<file path="config.mk">
export PLATFORM = sky130hd
export DESIGN_NAME = radix_digit_emitter
export DESIGN_NICKNAME = d
export VERILOG_FILES = /design/src/rtl/rde_pkg.sv /design/src/rtl/rde_ram.sv /design/src/rtl/rde_fifo.sv /design/src/rtl/rde_front.sv /design/src/rtl/rde_back.sv /design/src/rtl/radix_digit_emitter.sv
export VERILOG_INCLUDE_DIRS = /design/src /design/src/rtl
export SDC_FILE = /design/constraint.sdc
export NUM_CORES = 1
export LEC_CHECK = 0
export BUFFER_PORTS_ARGS = -buffer_cell sky130_fd_sc_hd__buf_2
export CAP_MARGIN = 0
export CORE_AREA = 8 8 259 261
export CTS_CLUSTER_DIAMETER = 60
export DETAILED_ROUTE_END_ITERATION = 10
export DIE_AREA = 0 0 267 269
export PLACE_DENSITY = 0.62
export SYNTH_ARGS = -nofsm -noshare
export SYNTH_HDL_FRONTEND = slang
export SYNTH_SLANG_ARGS = --single-unit
</file>
<file path="constraint.sdc">
create_clock -name clk -period 6.65 [get_ports clk]
set_input_delay 0.9975 -clock clk [delete_from_list [all_inputs] [get_ports clk]]
set_output_delay 0.9975 -clock clk [all_outputs]
set_load 0.02 [all_outputs]
</file>
<file path="src/rtl/radix_digit_emitter_defines.svh">
// ----------------------------------------------------------------------------
// Radix digit emitter assertion macros
// Shared concurrent assertion helpers for the radix digit emitter RTL.
// ----------------------------------------------------------------------------
`ifndef RADIX_DIGIT_EMITTER_DEFINES_SVH
`define RADIX_DIGIT_EMITTER_DEFINES_SVH

// cons must hold in the same cycle as ante
`define RDE_ASSERT_IMPLIES(label, clk, rst_n, ante, cons, msg) \
    label: assert property (@(posedge clk) disable iff (!rst_n) (ante) |-> (cons)) \
        else $error(msg);

// cons must hold in the cycle after ante
`define RDE_ASSERT_NEXT(label, clk, rst_n, ante, cons, msg) \
    label: assert property (@(posedge clk) disable iff (!rst_n) (ante) |=> (cons)) \
        else $error(msg);

`endif

</file>
<file path="src/rtl/rde_pkg.sv">
// ----------------------------------------------------------------------------
// rde_pkg
// Types and constants shared by the radix digit emitter modules.
// ----------------------------------------------------------------------------
`default_nettype none

package rde_pkg;

    localparam int VALUE_W = 64;
    localparam int RADIX_W = 6;
    localparam int CHAR_W  = 7;

    localparam logic [CHAR_W-1:0]  ASCII_ZERO  = 7'd48;
    localparam logic [CHAR_W-1:0]  ASCII_ALPHA = 7'd55;
    localparam logic [RADIX_W-1:0] DEC_LIMIT   = 6'd10;
    localparam logic [RADIX_W-1:0] RADIX_MIN   = 6'd2;
    localparam logic [RADIX_W-1:0] RADIX_MAX   = 6'd36;

    typedef struct packed {
        logic [VALUE_W-1:0] value;
        logic [RADIX_W-1:0] radix;
    } in_item_t;

    typedef struct packed {
        logic [CHAR_W-1:0] digit_char;
        logic              last;
        logic              bad_radix;
    } out_item_t;

    typedef enum logic [1:0] {
        CLS_NUM,
        CLS_ZERO,
        CLS_BAD
    } cls_t;

    typedef struct packed {
        logic [VALUE_W-1:0] value;
        logic [RADIX_W-1:0] radix;
        cls_t               cls;
    } q_item_t;

    typedef enum logic [2:0] {
        BK_IDLE,
        BK_SINGLE,
        BK_DIV,
        BK_WR,
        BK_RD,
        BK_EMIT
    } back_state_t;

endpackage

`default_nettype wire

</file>
<file path="src/rtl/rde_ram.sv">
// ----------------------------------------------------------------------------
// rde_ram
// Generic single write port RAM with one registered read port.
// ----------------------------------------------------------------------------
`default_nettype none

module rde_ram #(
    parameter int WIDTH = 8,
    parameter int DEPTH = 64
) (
    input  wire logic                     clk,
    input  wire logic                     we,
    input  wire logic [$clog2(DEPTH)-1:0] waddr,
    input  wire logic [WIDTH-1:0]         wdata,
    input  wire logic [$clog2(DEPTH)-1:0] raddr,
    output logic      [WIDTH-1:0]         rdata
);

    logic [WIDTH-1:0] mem [DEPTH];

    always_ff @(posedge clk)
    begin
        if (we)
        begin
            mem[waddr] <= wdata;
        end
        rdata <= mem[raddr];
    end

endmodule

`default_nettype wire

</file>
<file path="src/rtl/rde_fifo.sv">
// ----------------------------------------------------------------------------
// rde_fifo
// Two entry queue of classified items between front and back.
// ----------------------------------------------------------------------------
`default_nettype none

module rde_fifo (
    input  wire logic             clk,
    input  wire logic             rst_n,
    input  wire logic             push,
    input  wire rde_pkg::q_item_t push_item,
    input  wire logic             pop,
    output rde_pkg::q_item_t      head,
    output logic                  full,
    output logic                  empty
);

    import rde_pkg::*;

    localparam int DEPTH = 2;
    localparam int PW    = $clog2(DEPTH);
    localparam int CW    = $clog2(DEPTH + 1);

    q_item_t         entry_reg [DEPTH];
    logic [PW-1:0]   wr_ptr_reg;
    logic [PW-1:0]   wr_ptr_next;
    logic [PW-1:0]   rd_ptr_reg;
    logic [PW-1:0]   rd_ptr_next;
    logic [CW-1:0]   count_reg;
    logic [CW-1:0]   count_next;

    assign full  = (count_reg == CW'(DEPTH));
    assign empty = (count_reg == '0);
    assign head  = entry_reg[rd_ptr_reg];

    always_comb
    begin
        wr_ptr_next = wr_ptr_reg;
        rd_ptr_next = rd_ptr_reg;
        count_next  = count_reg;
        if (push)
        begin
            wr_ptr_next = (wr_ptr_reg == PW'(DEPTH - 1)) ? '0 : wr_ptr_reg + 1'b1;
        end
        if (pop)
        begin
            rd_ptr_next = (rd_ptr_reg == PW'(DEPTH - 1)) ? '0 : rd_ptr_reg + 1'b1;
        end
        if (push && !pop)
        begin
            count_next = count_reg + 1'b1;
        end
        else if (pop && !push)
        begin
            count_next = count_reg - 1'b1;
        end
    end

    always_ff @(posedge clk or negedge rst_n)
    begin
        if (!rst_n)
        begin
            wr_ptr_reg <= '0;
            rd_ptr_reg <= '0;
            count_reg  <= '0;
        end
        else
        begin
            wr_ptr_reg <= wr_ptr_next;
            rd_ptr_reg <= rd_ptr_next;
            count_reg  <= count_next;
        end
    end

    always_ff @(posedge clk)
    begin
        if (push)
        begin
            entry_reg[wr_ptr_reg] <= push_item;
        end
    end

endmodule

`default_nettype wire

</file>
<file path="src/rtl/rde_front.sv">
// ----------------------------------------------------------------------------
// rde_front
// Accepts input items, masks the value and classifies radix and zero cases.
// ----------------------------------------------------------------------------
`default_nettype none

module rde_front #(
    parameter int VALUE_BITS = 64
) (
    input  wire logic              in_valid,
    output logic                   in_ready,
    input  wire rde_pkg::in_item_t in_item,
    input  wire logic              q_full,
    output logic                   push,
    output rde_pkg::q_item_t       push_item
);

    import rde_pkg::*;

    localparam logic [VALUE_W-1:0] VALUE_MASK = {VALUE_W{1'b1}} >> (VALUE_W - VALUE_BITS);

    logic [VALUE_W-1:0] masked;
    logic               radix_ok;

    assign in_ready = !q_full;
    assign push     = in_valid && !q_full;
    assign masked   = in_item.value & VALUE_MASK;
    assign radix_ok = (in_item.radix >= RADIX_MIN) && (in_item.radix <= RADIX_MAX);

    always_comb
    begin
        push_item.value = masked;
        push_item.radix = in_item.radix;
        priority if (!radix_ok)
        begin
            push_item.cls = CLS_BAD;
        end
        else if (masked == '0)
        begin
            push_item.cls = CLS_ZERO;
        end
        else
        begin
            push_item.cls = CLS_NUM;
        end
    end

endmodule

`default_nettype wire

</file>
<file path="src/rtl/rde_back.sv">
// ----------------------------------------------------------------------------
// rde_back
// Divides by the radix one quotient bit per cycle, buffers the digits and
// emits them most significant first through an output register.
// ----------------------------------------------------------------------------
`default_nettype none
`include "radix_digit_emitter_defines.svh"

module rde_back #(
    parameter int VALUE_BITS = 64
) (
    input  wire logic             clk,
    input  wire logic             rst_n,
    input  wire rde_pkg::q_item_t head,
    input  wire logic             q_empty,
    output logic                  pop,
    output logic                  out_valid,
    input  wire logic             out_ready,
    output rde_pkg::out_item_t    out_item
);

    import rde_pkg::*;

    localparam int AW = $clog2(VALUE_BITS);

    back_state_t            state_reg;
    back_state_t            state_next;
    logic [VALUE_BITS-1:0]  q_reg;
    logic [VALUE_BITS-1:0]  q_next;
    logic [RADIX_W-1:0]     rem_reg;
    logic [RADIX_W-1:0]     rem_next;
    logic [RADIX_W-1:0]     radix_reg;
    logic [RADIX_W-1:0]     radix_next;
    logic                   bad_reg;
    logic                   bad_next;
    logic [AW-1:0]          step_reg;
    logic [AW-1:0]          step_next;
    logic [AW-1:0]          dcnt_reg;
    logic [AW-1:0]          dcnt_next;
    logic [AW-1:0]          idx_reg;
    logic [AW-1:0]          idx_next;
    logic                   out_valid_reg;
    logic                   out_valid_next;
    out_item_t              out_item_reg;
    out_item_t              out_item_next;

    logic [RADIX_W:0]       rem_sh;
    logic [RADIX_W:0]       rem_diff;
    logic                   rem_ge;
    logic                   out_load;
    logic                   ram_we;
    logic [CHAR_W-1:0]      digit_ascii;
    logic [CHAR_W-1:0]      ram_rdata;

    assign out_valid = out_valid_reg;
    assign out_item  = out_item_reg;
    assign out_load  = !out_valid_reg || out_ready;

    assign rem_sh   = {rem_reg, q_reg[VALUE_BITS-1]};
    assign rem_diff = rem_sh - {1'b0, radix_reg};
    assign rem_ge   = (rem_sh >= {1'b0, radix_reg});

    assign digit_ascii = (rem_reg < DEC_LIMIT) ? (CHAR_W'(rem_reg) + ASCII_ZERO)
                                               : (CHAR_W'(rem_reg) + ASCII_ALPHA);

    rde_ram #(
        .WIDTH (CHAR_W),
        .DEPTH (VALUE_BITS)
    ) u_digit_ram (
        .clk   (clk),
        .we    (ram_we),
        .waddr (dcnt_reg),
        .wdata (digit_ascii),
        .raddr (idx_reg),
        .rdata (ram_rdata)
    );

    always_comb
    begin
        state_next     = state_reg;
        q_next         = q_reg;
        rem_next       = rem_reg;
        radix_next     = radix_reg;
        bad_next       = bad_reg;
        step_next      = step_reg;
        dcnt_next      = dcnt_reg;
        idx_next       = idx_reg;
        out_valid_next = out_valid_reg && !out_ready;
        out_item_next  = out_item_reg;
        pop            = 1'b0;
        ram_we         = 1'b0;

        unique case (state_reg)
            BK_IDLE:
            begin
                if (!q_empty)
                begin
                    pop        = 1'b1;
                    q_next     = head.value[VALUE_BITS-1:0];
                    radix_next = head.radix;
                    bad_next   = (head.cls == CLS_BAD);
                    rem_next   = '0;
                    step_next  = '0;
                    dcnt_next  = '0;
                    state_next = (head.cls == CLS_NUM) ? BK_DIV : BK_SINGLE;
                end
            end
            BK_SINGLE:
            begin
                if (out_load)
                begin
                    out_valid_next           = 1'b1;
                    out_item_next.digit_char = bad_reg ? '0 : ASCII_ZERO;
                    out_item_next.last       = 1'b1;
                    out_item_next.bad_radix  = bad_reg;
                    state_next               = BK_IDLE;
                end
            end
            BK_DIV:
            begin
                q_next    = {q_reg[VALUE_BITS-2:0], rem_ge};
                rem_next  = rem_ge ? rem_diff[RADIX_W-1:0] : rem_sh[RADIX_W-1:0];
                step_next = step_reg + 1'b1;
                if (step_reg == AW'(VALUE_BITS - 1))
                begin
                    state_next = BK_WR;
                end
            end
            BK_WR:
            begin
                ram_we = 1'b1;
                if (q_reg == '0)
                begin
                    idx_next   = dcnt_reg;
                    state_next = BK_RD;
                end
                else
                begin
                    dcnt_next  = dcnt_reg + 1'b1;
                    rem_next   = '0;
                    step_next  = '0;
                    state_next = BK_DIV;
                end
            end
            BK_RD:
            begin
                state_next = BK_EMIT;
            end
            BK_EMIT:
            begin
                if (out_load)
                begin
                    out_valid_next           = 1'b1;
                    out_item_next.digit_char = ram_rdata;
                    out_item_next.last       = (idx_reg == '0);
                    out_item_next.bad_radix  = 1'b0;
                    if (idx_reg == '0)
                    begin
                        state_next = BK_IDLE;
                    end
                    else
                    begin
                        idx_next   = idx_reg - 1'b1;
                        state_next = BK_RD;
                    end
                end
            end
            default:
            begin
                state_next = BK_IDLE;
            end
        endcase
    end

    always_ff @(posedge clk or negedge rst_n)
    begin
        if (!rst_n)
        begin
            state_reg     <= BK_IDLE;
            step_reg      <= '0;
            dcnt_reg      <= '0;
            idx_reg       <= '0;
            out_valid_reg <= 1'b0;
        end
        else
        begin
            state_reg     <= state_next;
            step_reg      <= step_next;
            dcnt_reg      <= dcnt_next;
            idx_reg       <= idx_next;
            out_valid_reg <= out_valid_next;
        end
    end

    always_ff @(posedge clk)
    begin
        q_reg        <= q_next;
        rem_reg      <= rem_next;
        radix_reg    <= radix_next;
        bad_reg      <= bad_next;
        out_item_reg <= out_item_next;
    end

    `RDE_ASSERT_IMPLIES(a_pop_idle, clk, rst_n, pop, (state_reg == BK_IDLE) && !q_empty,
        "queue popped outside idle or while empty")
    `RDE_ASSERT_IMPLIES(a_bad_form, clk, rst_n, out_valid_reg && out_item_reg.bad_radix,
        out_item_reg.last && (out_item_reg.digit_char == '0), "malformed radix error item")
    `RDE_ASSERT_IMPLIES(a_digit_room, clk, rst_n, (state_reg == BK_WR) && (q_reg != '0),
        dcnt_reg != AW'(VALUE_BITS - 1), "digit buffer overrun")
    `RDE_ASSERT_NEXT(a_emit_follows_rd, clk, rst_n, state_reg == BK_RD,
        state_reg == BK_EMIT, "emit did not follow buffer read")

endmodule

`default_nettype wire

</file>
<file path="src/rtl/radix_digit_emitter.sv">
// Flow: an accepted item enters the queue, then the bit-serial radix divider
// produces its digits one by one, and they are read back out of the digit RAM.
// The queue takes new items while the back end still works on one; zero and
// bad radix items skip the divider and give a single output item.
// Reset: asynchronous, active low; clears queue and control, no RAM clearing.
// ----------------------------------------------------------------------------
// radix_digit_emitter
// Converts an unsigned value into ASCII digits of a radix from 2 to 36.
// ----------------------------------------------------------------------------
`default_nettype none

module radix_digit_emitter #(
    parameter int VALUE_BITS = 64
) (
    input  wire logic              clk,
    input  wire logic              rst_n,
    input  wire logic              in_valid,
    output logic                   in_ready,
    input  wire rde_pkg::in_item_t in_item,
    output logic                   out_valid,
    input  wire logic              out_ready,
    output rde_pkg::out_item_t     out_item
);

    import rde_pkg::*;

    logic    q_full;
    logic    q_empty;
    logic    push;
    logic    pop;
    q_item_t push_item;
    q_item_t head;

    rde_front #(
        .VALUE_BITS (VALUE_BITS)
    ) u_front (
        .in_valid  (in_valid),
        .in_ready  (in_ready),
        .in_item   (in_item),
        .q_full    (q_full),
        .push      (push),
        .push_item (push_item)
    );

    rde_fifo u_fifo (
        .clk       (clk),
        .rst_n     (rst_n),
        .push      (push),
        .push_item (push_item),
        .pop       (pop),
        .head      (head),
        .full      (q_full),
        .empty     (q_empty)
    );

    rde_back #(
        .VALUE_BITS (VALUE_BITS)
    ) u_back (
        .clk       (clk),
        .rst_n     (rst_n),
        .head      (head),
        .q_empty   (q_empty),
        .pop       (pop),
        .out_valid (out_valid),
        .out_ready (out_ready),
        .out_item  (out_item)
    );

endmodule

`default_nettype wire

</file>
==> results.ini <==
[setup_path]
end_kind = flop
cp_max_fo = 57
path_cells = buf_4, mux4_2, a22oi_1, nand2_1, o31ai_1, o221ai_1
startpoint_type = flop
crit_slowest_cell = dfrtp_4
required_ns = 7.12
crit_type = reg2reg
slowest_delay_ns = 1.00
arrival_ns = 3.71
reg2reg_slack_ns = 3.41

[cts]
cts.path.max_buffers = 3
cts_setup_buffers = 0
ctsHoldBuffers = 0
cts.clk_slew.worst_paths_ns = 0.06
cts-htree-levels = 3
cts_tree = done
clk_latency_ns = 0.62
clockRootBuffer = clkbuf_16
cts-resized-gates = 0
clock_sinks = 711
cts_buffers = 76

[die]
die-area_um2 = 71820
core_area_um2 = 62740
io_pins = 85
rows = 92
die_h_um = 269
die_x_um = 267
initial_core_util = 0.4460

[cells_and_area]
largest_reg_flops = 448
antenna_cells = 0
area_delta_synth_final_pct = 13.61
final_nets = 1753
drive_above_1_share = 0.2057
final_area_um2 = 31790
fin_cells = 2572

[route]
viasPerCell = 5.610
ant_nets = 0
dr.pass1.iters = 5
avgRoutedWirePerCell_um = 22.87
drt-total-wl_mm = 58.82
drtIter0Drc = 1369
drc = 0
vias = 14429

[global_route]
track_usage = 0.1650
first_global_vias = 14954
grt_max_degree = 100
antenna_found_initial = 0
grt_first_pass_wirelength_mm = 90.29
grt-ovfl-total = 0

[place]
port_buffers = 84
dp_hpwl_mm = 36.77
dpl_cell_area_um2 = 29360
dp.cells = 2433
place_congestion = 0.8192

[logic_synthesis]
ys_top_cells_by_area = edfxtp_1, mux4_2, mux2i_1
synth_area_um2 = 27980
syn_avg_cell_area_um2 = 17.91
yosysSeqAreaShare = 0.7560
synth_edf_count = 678
synth_top_area_cell = edfxtp_1
synth_nets = 1650
synthCells = 1562
ys.flop_type = edfxtp_1
yosys_warnings = 0
synth-seq-cells = 711
async_flop_share = 0.03657
synth_top_area_frac = 0.7277
synth.distinct_cells = 53

[timing]
fmaxAchievable_mhz = 308.8
worstMarginPinSlew_ns = 1.105
finalClockSkew_ns = 0.02105
slew_headroom = 0.2607
rsz0062_at_grt = false
period_needed_ns = 3.239
hold_viol_final = 0
setup_viol = 0
finalMaxSlewViolations = 0
finalCritPeriodShare = 0.4870
tns_ns = 0

[run]
max_cap_violations = 0

[pwr]
peakVddDrop_mv = 0.4583
powerDensity_nw_per_um2 = 424.7
p_leak_uw = 0.01059

[min_path]
hold_class = in2async

[outcome]
outcome = completed

## metrics by stage
stage                     power (µW)  worst slack [ns]    util  hold WS (ns)
after floorplan                 8547             2.047       -        0.4535
final                          13500             3.411  0.5067        0.4047
after detailed placement        9605             3.438  0.4680        0.5023
after CTS                      13660             3.408  0.5067        0.3845
after global placement          9480             3.443  0.4680        0.4720
after global routing           14120             3.282  0.5067        0.4205
## power breakdown
group / switching (µW) / leakage (µW) / internal [µW]
clock network: 1730 / 0.00119 / 2330
registers: 312 / 0.00661 / 6560
logic: 1910 / 0.00279 / 656
## metal layers
metal | part of all wire | vias up | GRT usage
li1 | - | 6461 | -
met1 | 0.42 | 7387 | 0.2150
met2 | 0.50 | 468 | 0.2777
met3 | 0.054 | 113 | 0.03373
met4 | 0.029 | 0 | 0.05308
met5 | 0 | - | 0
## cells by family (layout without fill, tap and decap cells)
logic type | after synthesis | count (layout) | share of synthesized area
AOI/OAI and AO/OA | 218 | 218 | 0.04969
xor gates and xnor gates | 13 | 13 | 0.004070
adders and majority gates | 14 | 14 | 0.006530
buffers and inverters | 106 | 270 | 0.01637
DFF | 711 | 711 | 0.7560
muxes | 193 | 193 | 0.1176
and+or+nand+nor | 307 | 307 | 0.04973
## Yosys cell counts (9+ instances only)
| library cell | count |
|---|---|
| inv_1 | 27 |
| nor4_1 | 32 |
| o221ai_1 | 9 |
| edfxtp_1 | 678 |
| mux2i_1 | 79 |
| ha_1 | 13 |
| mux4_2 | 108 |
| nand3_1 | 15 |
| a221oi_1 | 11 |
| a22o_1 | 27 |
| o21ai_0 | 95 |
| nand2_1 | 114 |
| a21oi_1 | 27 |
| and2_1 | 10 |
| nor2_1 | 89 |
| dfrtp_1 | 26 |
| xnor2_1 | 10 |
| a22oi_1 | 12 |
| buf_2 | 12 |
| nand4_1 | 13 |
| clkbuf_1 | 49 |
## worst max-delay path, delay by kind of cell, from the launching register on
kind | cells | cell delay (ns)
AOI/OAI and AO/OA | 3 | 0.67
buffers and inverters | 1 | 0.80
DFF | 1 | 1.00
muxes | 1 | 0.41
and+or+nand+nor | 1 | 0.17
## path summary, 6_finish.rpt
path | from | end | cells past startpoint
min in group clk | u_back.step_reg[0]$_DFFE_PN0P_ | u_back.step_reg[0]$_DFFE_PN0P_ | 1
worst max-delay path | u_back.idx_reg[1]$_DFFE_PN0P_ | u_back.u_digit_ram.rdata[6]$_DFF_P_ | 6
max in group asynchronous | rst_n | u_back.idx_reg[0]$_DFFE_PN0P_ | 1
worst min-delay path | rst_n | u_back.idx_reg[1]$_DFFE_PN0P_ | 1
worst min register to register | u_back.step_reg[0]$_DFFE_PN0P_ | u_back.step_reg[0]$_DFFE_PN0P_ | 1
worst max register to register | u_back.idx_reg[1]$_DFFE_PN0P_ | u_back.u_digit_ram.rdata[6]$_DFF_P_ | 6
## placed cells by master (no fill, tap or decap), types with 19 or more instances in the layout
cell type / Yosys / routed
nor4_1: 32 / 32
nor2_1: 89 / 87
buf_4: 8 / 19
inv_1: 27 / 27
o21ai_0: 95 / 94
a22o_1: 27 / 27
nand2_1: 114 / 113
edfxtp_1: 678 / 678
clkbuf_16: 0 / 76
mux2i_1: 79 / 78
dfrtp_1: 26 / 23
buf_2: 12 / 84
mux4_2: 108 / 108
a21oi_1: 27 / 26
## final cells by class
| class | instances | area [µm²] |
|---|---|---|
| Tap cell | 846 | 1059 |
| Clock inverter | 47 | 420.4 |
| Multi-Input combinational cell | 745 | 6459 |
| Timing Repair Buffer | 104 | 583.1 |
| Sequential cell | 711 | 21160 |
| Clock buffer | 92 | 2002 |
| Inverter | 27 | 101.3 |
| Fill cell | 5117 | 30950 |
Power figures use the tool's default switching activity.
